**src/rtl/tpc_pkg.sv**
```systemverilog
// ============================================================================
// tpc_pkg - three point path curvature package
// Shared types and constants for the curvature core.
// ============================================================================
`default_nettype none

package tpc_pkg;

    localparam int COORD_WIDTH_DEF    = 32;
    localparam int CURV_FRAC_BITS_DEF = 16;
    localparam int COORD_FRAC_BITS    = 16;
    localparam int CURV_W             = 23;
    localparam int MIN_W              = 16;
    localparam int CFG_AW             = 3;

    localparam logic [MIN_W-1:0]  MIN_SIDE_RST = 16'd1311;
    localparam logic [CURV_W-1:0] DEGEN_RST    = 23'd6553600;

    localparam logic REG_MIN_SIDE = 1'b0;
    localparam logic REG_DEGEN    = 1'b1;

    typedef enum logic [3:0] {
        ST_IDLE,
        ST_SQX,
        ST_SQY,
        ST_SIDE,
        ST_AB,
        ST_ABC,
        ST_H1,
        ST_H2,
        ST_H3,
        ST_ROOT,
        ST_DIV,
        ST_EMIT
    } t_state;

endpackage

`default_nettype wire

```
**src/rtl/three_point_path_curvature_core.sv**
```systemverilog
// ============================================================================
// three_point_path_curvature_core - Menger curvature of sliding point triples
// Side lengths, Heron product and quotient are formed by one bit-serial
// multiplier, one two-bits-per-cycle square root unit and a restoring divider.
// ============================================================================
//
//  channel  | direction | fields (low bit first)
//  ---------+-----------+-------------------------------------------------
//  s_*      | in        | tdata: point_x, point_y; tlast: final_point
//  m_*      | out       | tdata: curvature; tlast: run_end; tuser: path_empty
//  APB      | config    | 0x0 min_side_length, 0x4 degenerate_curvature
//
// A point that completes a triple runs the serial multiplier (squares of the
// side offsets, then a*b, abc and the three Heron factors), the square root
// unit (each side, then the Heron product) and the restoring divider.
// A degenerate triple ends after the three sides.
// Other points fill the window or end the path; results wait for output requests.
// Reset is synchronous and clears the path state; no input is taken while
// results are pending or a triple is being evaluated.
`default_nettype none

module three_point_path_curvature_core #(
    parameter int COORD_WIDTH    = tpc_pkg::COORD_WIDTH_DEF,
    parameter int CURV_FRAC_BITS = tpc_pkg::CURV_FRAC_BITS_DEF
) (
    input  wire                                 i_clk,
    input  wire                                 i_rst_n,
    input  wire                                 s_tvalid,
    output logic                                s_tready,
    // point_x, point_y, zero fill
    input  wire  [((2*COORD_WIDTH+7)/8)*8-1:0]  s_tdata,
    input  wire                                 s_tlast,
    output logic                                m_tvalid,
    input  wire                                 m_tready,
    // curvature, zero fill
    output logic [23:0]                         m_tdata,
    output logic                                m_tlast,
    // path_empty
    output logic                                m_tuser,
    input  wire                                 psel,
    input  wire                                 penable,
    input  wire                                 pwrite,
    input  wire  [tpc_pkg::CFG_AW-1:0]          paddr,
    input  wire  [31:0]                         pwdata,
    output logic [31:0]                         prdata,
    output logic                                pready
);

    localparam int CW   = COORD_WIDTH;
    localparam int SW   = CW + 1;
    localparam int MBW  = SW + 2;
    localparam int MAW  = 3*SW + 4;
    localparam int PW   = MAW + MBW;
    localparam int RW   = PW / 2;
    localparam int ABCW = 3*SW;
    localparam int QW   = tpc_pkg::CURV_W + 1;
    localparam int NUMW = RW + CURV_FRAC_BITS + tpc_pkg::COORD_FRAC_BITS;
    localparam int DW   = (ABCW + QW > NUMW) ? ABCW + QW : NUMW;
    localparam int CNTW = $clog2(RW);
    localparam int CV   = tpc_pkg::CURV_W;

    tpc_pkg::t_state r_state, n_state;
    logic [CNTW-1:0] r_cnt;
    logic [1:0]      r_side, r_pts, r_left;
    logic            r_head, r_fin, r_empty;
    logic [tpc_pkg::MIN_W-1:0] r_min;
    logic [CV-1:0]   r_degen, r_k;

    logic signed [CW-1:0] r_wx0, r_wx1, r_wy0, r_wy1, r_px, r_py;
    logic [2*SW:0]   r_sqx;
    logic [SW-1:0]   r_sa, r_sb, r_sc;
    logic [ABCW-1:0] r_abc;
    logic [MAW-1:0]  r_ma;
    logic [MBW-1:0]  r_mb;
    logic [PW-1:0]   r_acc;
    logic [PW-1:0]   r_rad;
    logic [RW+1:0]   r_rem;
    logic [RW-1:0]   r_root;
    logic [DW-1:0]   r_dr, r_dd;
    logic [QW-1:0]   r_q;

    logic            in_acc, out_acc, cfg_wr;
    logic            mul_last, sq_last, dv_last, degen;
    logic [MAW:0]    mul_sum;
    logic [PW-1:0]   mul_next;
    logic [RW+3:0]   rem_sh, trial, rem_diff;
    logic            sq_ge;
    logic [RW+1:0]   rem_next;
    logic [RW-1:0]   root_next;
    logic            dv_ge;
    logic [QW-1:0]   q_next;
    logic [CV-1:0]   q_curv;
    logic [1:0]      sel_side;
    logic signed [CW-1:0] ux, vx, uy, vy;
    logic signed [SW-1:0] dxs, dys;
    logic [SW-1:0]   dx, dy, side_new;
    logic [MBW-1:0]  ea, eb, ec, s1, f1, f2, f3;
    logic [2*SW:0]   sq_sum;
    logic signed [CW-1:0] in_x, in_y;

    assign in_x   = s_tdata[CW-1:0];
    assign in_y   = s_tdata[2*CW-1:CW];
    assign in_acc  = s_tvalid & s_tready;
    assign out_acc = m_tvalid & m_tready;
    assign cfg_wr  = psel & penable & pwrite & pready;

    assign mul_last = (r_cnt == CNTW'(MBW - 1));
    assign sq_last  = (r_cnt == CNTW'(RW - 1));
    assign dv_last  = (r_cnt == CNTW'(QW - 1));

    // Serial multiplier: one multiplier bit per cycle, product builds from the top.
    assign mul_sum  = {1'b0, r_acc[PW-1:MBW]} + (r_mb[0] ? {1'b0, r_ma} : '0);
    assign mul_next = {mul_sum, r_acc[MBW-1:1]};

    // Restoring square root: two radicand bits per cycle.
    assign rem_sh    = {r_rem, r_rad[PW-1:PW-2]};
    assign trial     = {2'b00, r_root, 2'b01};
    assign rem_diff  = rem_sh - trial;
    assign sq_ge     = (rem_sh >= trial);
    assign rem_next  = sq_ge ? rem_diff[RW+1:0] : rem_sh[RW+1:0];
    assign root_next = {r_root[RW-2:0], sq_ge};
    assign side_new  = root_next[SW-1:0];

    // Restoring divider: one quotient bit per cycle, top bit means saturation.
    assign dv_ge  = (r_dr >= r_dd);
    assign q_next = {r_q[QW-2:0], dv_ge};
    assign q_curv = q_next[QW-1] ? '1 : q_next[CV-1:0];

    assign sel_side = (r_state == tpc_pkg::ST_SIDE) ? r_side + 2'd1 : r_side;

    always_comb begin
        case (sel_side)
            2'd0: begin
                ux = r_wx1; vx = r_wx0; uy = r_wy1; vy = r_wy0;
            end
            2'd1: begin
                ux = r_px;  vx = r_wx1; uy = r_py;  vy = r_wy1;
            end
            default: begin
                ux = r_px;  vx = r_wx0; uy = r_py;  vy = r_wy0;
            end
        endcase
    end

    assign dxs = SW'(ux) - SW'(vx);
    assign dys = SW'(uy) - SW'(vy);
    assign dx  = dxs[SW-1] ? SW'(-dxs) : SW'(dxs);
    assign dy  = dys[SW-1] ? SW'(-dys) : SW'(dys);

    assign sq_sum = r_sqx + (2*SW+1)'(mul_next);

    assign degen = (r_sa <= SW'(r_min)) || (r_sb <= SW'(r_min))
                || (side_new <= SW'(r_min));

    assign ea = MBW'(r_sa);
    assign eb = MBW'(r_sb);
    assign ec = MBW'(r_sc);
    assign s1 = ea + eb + ec;
    assign f1 = (eb + ec >= ea) ? eb + ec - ea : ea - eb - ec;
    assign f2 = (ea + ec >= eb) ? ea + ec - eb : eb - ea - ec;
    assign f3 = (ea + eb >= ec) ? ea + eb - ec : ec - ea - eb;

    always_comb begin
        n_state = r_state;
        case (r_state)
            tpc_pkg::ST_IDLE: begin
                if (in_acc) begin
                    if (r_pts == 2'd2) begin
                        n_state = tpc_pkg::ST_SQX;
                    end else if (s_tlast) begin
                        n_state = tpc_pkg::ST_EMIT;
                    end
                end
            end
            tpc_pkg::ST_SQX: if (mul_last) n_state = tpc_pkg::ST_SQY;
            tpc_pkg::ST_SQY: if (mul_last) n_state = tpc_pkg::ST_SIDE;
            tpc_pkg::ST_SIDE: begin
                if (sq_last) begin
                    if (r_side != 2'd2) begin
                        n_state = tpc_pkg::ST_SQX;
                    end else if (degen) begin
                        n_state = tpc_pkg::ST_EMIT;
                    end else begin
                        n_state = tpc_pkg::ST_AB;
                    end
                end
            end
            tpc_pkg::ST_AB:   if (mul_last) n_state = tpc_pkg::ST_ABC;
            tpc_pkg::ST_ABC:  if (mul_last) n_state = tpc_pkg::ST_H1;
            tpc_pkg::ST_H1:   if (mul_last) n_state = tpc_pkg::ST_H2;
            tpc_pkg::ST_H2:   if (mul_last) n_state = tpc_pkg::ST_H3;
            tpc_pkg::ST_H3:   if (mul_last) n_state = tpc_pkg::ST_ROOT;
            tpc_pkg::ST_ROOT: if (sq_last) n_state = tpc_pkg::ST_DIV;
            tpc_pkg::ST_DIV:  if (dv_last) n_state = tpc_pkg::ST_EMIT;
            tpc_pkg::ST_EMIT: begin
                if (out_acc && r_left == 2'd1) n_state = tpc_pkg::ST_IDLE;
            end
            default: n_state = tpc_pkg::ST_IDLE;
        endcase
    end

    always_comb begin
        s_tready = (r_state == tpc_pkg::ST_IDLE);
        m_tvalid = (r_state == tpc_pkg::ST_EMIT);
        m_tdata  = {1'b0, r_k};
        m_tlast  = r_fin && (r_left == 2'd1);
        m_tuser  = r_empty;
        pready   = 1'b1;
        prdata   = (paddr[2] == tpc_pkg::REG_DEGEN) ? 32'(r_degen) : 32'(r_min);
    end

    // A triple finishes when the divider ends or the sides prove degenerate.
    logic finish;
    assign finish = (r_state == tpc_pkg::ST_DIV && dv_last)
                 || (r_state == tpc_pkg::ST_SIDE && sq_last && r_side == 2'd2 && degen);

    always_ff @(posedge i_clk) begin
        if (!i_rst_n) begin
            r_state <= tpc_pkg::ST_IDLE;
            r_cnt   <= '0;
            r_side  <= 2'd0;
            r_pts   <= 2'd0;
            r_head  <= 1'b1;
            r_left  <= 2'd0;
            r_min   <= tpc_pkg::MIN_SIDE_RST;
            r_degen <= tpc_pkg::DEGEN_RST;
        end else begin
            r_state <= n_state;
            r_cnt   <= (n_state != r_state) ? '0 : r_cnt + 1'b1;
            if (cfg_wr) begin
                if (paddr[2] == tpc_pkg::REG_MIN_SIDE) begin
                    r_min <= pwdata[tpc_pkg::MIN_W-1:0];
                end else begin
                    r_degen <= pwdata[CV-1:0];
                end
            end
            if (r_state == tpc_pkg::ST_IDLE && in_acc && r_pts != 2'd2) begin
                if (s_tlast) begin
                    r_pts  <= 2'd0;
                    r_head <= 1'b1;
                    r_left <= 2'd1;
                end else begin
                    r_pts <= r_pts + 2'd1;
                end
            end
            if (r_state == tpc_pkg::ST_SIDE && sq_last) begin
                r_side <= (r_side == 2'd2) ? 2'd0 : r_side + 2'd1;
            end
            if (finish) begin
                r_left <= 2'd1 + {1'b0, r_head} + {1'b0, r_fin};
                r_head <= r_fin;
                if (r_fin) r_pts <= 2'd0;
            end
            if (out_acc) r_left <= r_left - 2'd1;
        end
    end

    always_ff @(posedge i_clk) begin
        case (r_state)
            tpc_pkg::ST_IDLE: begin
                r_acc <= '0;
                r_ma  <= MAW'(dx);
                r_mb  <= MBW'(dx);
                if (in_acc) begin
                    r_fin <= s_tlast;
                    r_px  <= in_x;
                    r_py  <= in_y;
                    if (r_pts != 2'd2) begin
                        if (s_tlast) begin
                            r_k     <= '0;
                            r_empty <= 1'b1;
                        end else begin
                            r_wx0 <= r_wx1;
                            r_wy0 <= r_wy1;
                            r_wx1 <= in_x;
                            r_wy1 <= in_y;
                        end
                    end
                end
            end
            tpc_pkg::ST_SQX: begin
                r_acc <= mul_next;
                r_mb  <= r_mb >> 1;
                if (mul_last) begin
                    r_sqx <= (2*SW+1)'(mul_next);
                    r_acc <= '0;
                    r_ma  <= MAW'(dy);
                    r_mb  <= MBW'(dy);
                end
            end
            tpc_pkg::ST_SQY: begin
                r_acc <= mul_next;
                r_mb  <= r_mb >> 1;
                if (mul_last) begin
                    r_rad  <= PW'(sq_sum);
                    r_rem  <= '0;
                    r_root <= '0;
                end
            end
            tpc_pkg::ST_SIDE, tpc_pkg::ST_ROOT: begin
                r_rem  <= rem_next;
                r_root <= root_next;
                r_rad  <= r_rad << 2;
                if (sq_last && r_state == tpc_pkg::ST_SIDE) begin
                    case (r_side)
                        2'd0:    r_sa <= side_new;
                        2'd1:    r_sb <= side_new;
                        default: r_sc <= side_new;
                    endcase
                    r_acc <= '0;
                    if (r_side == 2'd2) begin
                        r_ma <= MAW'(r_sa);
                        r_mb <= MBW'(r_sb);
                    end else begin
                        r_ma <= MAW'(dx);
                        r_mb <= MBW'(dx);
                    end
                end
                if (sq_last && r_state == tpc_pkg::ST_ROOT) begin
                    r_dr <= DW'({root_next, {(NUMW-RW){1'b0}}});
                    r_dd <= DW'({r_abc, {(QW-1){1'b0}}});
                    r_q  <= '0;
                end
            end
            tpc_pkg::ST_AB, tpc_pkg::ST_ABC, tpc_pkg::ST_H1, tpc_pkg::ST_H2,
            tpc_pkg::ST_H3: begin
                r_acc <= mul_next;
                r_mb  <= r_mb >> 1;
                if (mul_last) begin
                    r_acc <= '0;
                    r_ma  <= mul_next[MAW-1:0];
                    case (r_state)
                        tpc_pkg::ST_AB:  r_mb <= MBW'(r_sc);
                        tpc_pkg::ST_ABC: begin
                            r_abc <= mul_next[ABCW-1:0];
                            r_ma  <= MAW'(s1);
                            r_mb  <= f1;
                        end
                        tpc_pkg::ST_H1:  r_mb <= f2;
                        tpc_pkg::ST_H2:  r_mb <= f3;
                        default: begin
                            r_rad  <= mul_next;
                            r_rem  <= '0;
                            r_root <= '0;
                        end
                    endcase
                end
            end
            tpc_pkg::ST_DIV: begin
                r_q  <= q_next;
                r_dr <= dv_ge ? r_dr - r_dd : r_dr;
                r_dd <= r_dd >> 1;
            end
            default: begin
                r_acc <= r_acc;
            end
        endcase
        if (finish) begin
            r_empty <= 1'b0;
            r_k     <= (r_state == tpc_pkg::ST_DIV) ? q_curv : r_degen;
            if (!r_fin) begin
                r_wx0 <= r_wx1;
                r_wy0 <= r_wy1;
                r_wx1 <= r_px;
                r_wy1 <= r_py;
            end
        end
    end

`ifndef SYNTH
    a_ready_not_busy: assert property (@(posedge i_clk) disable iff (!i_rst_n)
        s_tready |-> !m_tvalid)
        else $error("input ready while results pending");
    a_empty_marks: assert property (@(posedge i_clk) disable iff (!i_rst_n)
        (m_tvalid && m_tuser) |-> (m_tlast && m_tdata == 24'd0))
        else $error("empty path result malformed");
    a_pts_range: assert property (@(posedge i_clk) disable iff (!i_rst_n)
        r_pts != 2'd3)
        else $error("point count out of range");
    a_emit_left: assert property (@(posedge i_clk) disable iff (!i_rst_n)
        m_tvalid |-> r_left != 2'd0)
        else $error("result shown with none pending");
    a_emit_done: assert property (@(posedge i_clk) disable iff (!i_rst_n)
        (out_acc && r_left == 2'd1) |=> s_tready)
        else $error("block not idle after last result");
`endif

endmodule

`default_nettype wire
```
**config.mk**
```make
export PLATFORM = sky130hd
export DESIGN_NAME = three_point_path_curvature_core
export DESIGN_NICKNAME = d
export VERILOG_FILES = /design/src/rtl/tpc_pkg.sv /design/src/rtl/three_point_path_curvature_core.sv
export SDC_FILE = /design/constraint.sdc
export NUM_CORES = 2
export LEC_CHECK = 0
export ABC_AREA = 0
export BUFFER_PORTS_ARGS = -buffer_cell sky130_fd_sc_hd__buf_2
export CORE_UTILIZATION = 57
export CTS_CLUSTER_DIAMETER = 60
export DETAILED_ROUTE_END_ITERATION = 10
export GPL_ROUTABILITY_DRIVEN = 0
export PLACE_DENSITY = 0.7
export SETUP_SLACK_MARGIN = 0.02
export SLEW_MARGIN = 20
export SYNTH_ARGS = -nofsm -noshare
export SYNTH_HDL_FRONTEND = slang
export SYNTH_SLANG_ARGS = --single-unit
```
**constraint.sdc**
```tcl
create_clock -name i_clk -period 16.81 [get_ports i_clk]
set_input_delay 2.5215 -clock i_clk [delete_from_list [all_inputs] [get_ports i_clk]]
set_output_delay 2.5215 -clock i_clk [all_outputs]
set_load 0.01 [all_outputs]
```
==> results.json <==
{
  "dieHeight_um": 432,
  "cts_buffer_depth": 3,
  "min_path_type": "reg -> reg",
  "worst_hold_slack_ns": 0.467,
  "setup_slack_ns": 7.51,
  "grt_busiest_layer": "met2",
  "grt_max_degree": 228,
  "numCtsBuffers": 158,
  "cts_setup_buffers": 0,
  "multi_input_area_mm2": 0.0623,
  "ctsResizeCount": 0,
  "cpPeakStageDelay_ns": 0.77,
  "ioPinCount": 168,
  "min_period_ns": 9.30,
  "synth_ff_type": "edfxtp_1",
  "path_common_cell": "a21oi_1",
  "rsz0062_at_grt": "no",
  "tns_ns": 0,
  "endpoint_kind": "flop",
  "avgSynthCellArea_um2": 8.94,
  "initial_core_util": 0.575,
  "finalPower_mw": 16.2,
  "use_met3": 0.0906,
  "hold_viol": 0,
  "mappedNetlistArea_mm2": 0.106,
  "drt-total-wl_um": 348000,
  "rows": 157,
  "seq_power_share": 0.291,
  "finalSetupViolations": 0,
  "clock-root-buffer": "clkbuf_16",
  "grt_pass1_wl_um": 521000,
  "slowest_stage": "o41ai_1",
  "critical_path.startpoint": "r_sb[0]",
  "drive_gt1_frac": 0.0655,
  "final_antenna_net_count": 0,
  "max-slew-margin-rel": 0.0429,
  "clk_pin_slew_worst_paths_ns": 0.07,
  "port_buffers": 145,
  "dr.pass1.iters": 6,
  "drv_slew": 0,
  "cts.sinks": 1360,
  "post-place-ws_ns": 8.15,
  "fill_cells": 15500,
  "switching_share": 0.443,
  "synth_edf_count": 1174,
  "die_area_mm2": 0.187,
  "syn_to_final_growth_pct": 7.79,
  "clockPowerShare": 0.221,
  "max-vdd-ir-drop_mv": 0.221,
  "num_vias": 93000,
  "core_area_mm2": 0.184,
  "ys_seq_area_frac": 0.369,
  "cts_hold_buf": 0,
  "status": "completed",
  "via_per_inst": 6.52,
  "hold_start": "m_tuser",
  "final.period_utilization": 0.553,
  "dp_cells": 14000,
  "cts_tree": "built",
  "synthCells": 11800,
  "worstSetupPathType": "reg -> reg",
  "p_leak_nw": 47.4,
  "required_ns": 17.38,
  "final-seq-area_mm2": 0.0390,
  "setup.worst_path.start_class": "flop",
  "fin_util": 0.620,
  "switchingPower_mw": 7.19,
  "use_met1": 0.461,
  "drtIter0Drc": 11000,
  "fin_cells": 14300,
  "rr_endpoint": "r_mb[28]",
  "max_cap_viol_count": 0,
  "grtUsageTotal": 0.363,
  "r2r_slack_ns": 7.51,
  "min_to": "m_tuser",
  "worstSkewPairLatency_ns": 0.84,
  "max_freq_mhz": 108,
  "worst_pin_slew_ns": 1.43,
  "yosysWarningCount": 0,
  "reg2regPathDepth": 29,
  "holdPathStages": 2,
  "internal_power_mw": 9.05,
  "synthArstFlopShare": 0,
  "synth_cell_types": 97,
  "h-tree-depth": 4,
  "globalRouteOverflowTotal": 0,
  "power_density_mw_per_mm2": 143,
  "final_nets": 12700,
  "avgRoutedWirePerCell_um": 24.4,
  "cp_max_fo": 26,
  "antenna_found_initial": 11,
  "r2r-start": "r_sb[0]",
  "placed_area_mm2": 0.108,
  "drc": 0,
  "fin_area_mm2": 0.114,
  "die_w_um": 432,
  "final.setup_skew_ns": 0.0477,
  "dp_hpwl_um": 264000,
  "combPwrFrac": 0.489,
  "grt_pass1_vias": 87800,
  "met2_usage": 0.547,
  "cp.arrival_ns": 9.87,
  "synth-seq-cells": 1360
}
-- state kept, by name, summed over array words and instances (netlist names), 33 cells and up --
name    cells
r_sb       33
r_sqx      67
r_acc     137
r_dd      122
r_abc      99
r_sc       33
r_sa       33
r_mb       35
r_rem      71
r_rad     138
r_root     69
r_dr      123
r_ma      103
-- Yosys cell counts (55+ instances only) --
| cell | instances | area, µm² |
|---|---|---|
| edfxtp_1 | 1174 | 35300 |
| o31ai_1 | 69 | 518 |
| dfxtp_1 | 186 | 3720 |
| a22oi_1 | 55 | 413 |
| nor2b_1 | 141 | 882 |
| o21ai_0 | 839 | 4200 |
| inv_1 | 684 | 2570 |
| o21a_1 | 126 | 946 |
| a211oi_1 | 116 | 871 |
| and2_1 | 200 | 1250 |
| nand2_1 | 937 | 3520 |
| a21o_1 | 418 | 3140 |
| xnor2_1 | 530 | 4640 |
| mux2i_1 | 214 | 2140 |
| nand2b_1 | 118 | 738 |
| nor4_1 | 60 | 375 |
| o211ai_1 | 79 | 593 |
| nand3_1 | 205 | 1030 |
| clkbuf_1 | 501 | 1880 |
| or3_1 | 60 | 375 |
| nor3_1 | 225 | 1130 |
| a31oi_1 | 105 | 657 |
| xor2_1 | 258 | 2260 |
| a21oi_1 | 1071 | 5360 |
| nor2_1 | 1131 | 4250 |
| mux2_2 | 135 | 1520 |
| a21boi_0 | 64 | 480 |
| nand4_1 | 158 | 988 |
| and3_1 | 117 | 732 |
| ha_1 | 913 | 11400 |
| o21bai_1 | 177 | 1330 |
-- worst max-delay path by stage --
stage | to | slack (ns) | cells after the start
2_1_floorplan | r_dr[0] | 6.06 | 6
4_1_cts | r_mb[28] | 8.11 | 29
6_report | r_mb[28] | 7.51 | 29
5_1_grt | r_mb[28] | 7.49 | 29
3_5_place_dp | r_wx1[25] | 8.15 | 30
3_3_place_gp | r_mb[15] | 8.24 | 28
-- per-layer routing --
layer  vias to the layer above  wire (µm)
met5                         -         94
met4                        12      26600
met3                      1079      37800
met2                      4910     149000
met1                     44100     134000
li1                      42900          -
-- logic make-up after synthesis --
| logic type | share of synthesized area |
|---|---|
| AO/OA/AOI/OAI | 0.219 |
| AND/OR/NAND/NOR | 0.155 |
| flip-flops | 0.369 |
| adder cells (fa/ha/maj) | 0.112 |
| other | 0.0000711 |
| multiplexers | 0.0347 |
| buffers and inverters | 0.0450 |
| XOR/XNOR | 0.0655 |
-- cells in the final DEF, fill, tap and decap left out, drive strengths merged, types with 30 or more instances in the layout --
cell        n
a31oi     106
xnor2     530
and4       33
buf       247
nor2     1131
o2111ai    34
inv       694
o21bai    177
a31o       31
and3      117
or3        60
o221ai     49
xor2      259
and2      201
o21a      126
nor3      225
o31a       30
o21ai     852
a221oi     54
nand4     158
dfxtp     186
a21oi    1073
mux2i     214
o31ai      70
a22oi      55
clkinv     50
ha        913
nand3     205
mux2      135
o211ai     79
nand2b    118
edfxtp   1174
clkbuf    205
nor4       62
or2        31
a21o      418
nor2b     141
nand2     937
a21boi     64
a211oi    116
-- worst max-delay path: cells and delay by family, from the launching register on --
kind / cells / cell delay (ns)
AO/OA/AOI/OAI: 14 / 3.97
buffers and inverters: 2 / 0.55
AND/OR/NAND/NOR: 9 / 2.51
XOR/XNOR: 1 / 0.14
flip-flops: 1 / 0.67
adder cells (fa/ha/maj): 3 / 1.15
-- power groups by stage --
stage / registers, mW / logic (mW) / clock network, mW
finish: 4.72 / 7.93 / 3.58
CTS: 4.71 / 7.45 / 3.61
detailed placement: 4.77 / 7.40 / 0
global route: 4.76 / 8.28 / 3.74
floorplan: 4.67 / 4.80 / 0
global placement: 4.75 / 7.27 / 0
-- area by class of cell --
class | instances | area share
multi-input cells | 9211 | 0.547
well taps | 2464 | 0.0271
inverters | 686 | 0.0226
clock inverters | 82 | 0.00970
clock buffers | 205 | 0.0377
flip-flops and latches | 1360 | 0.342
repair buffers | 247 | 0.0135
diodes | 13 | 0.000286
Power figures use the tool's default switching activity.
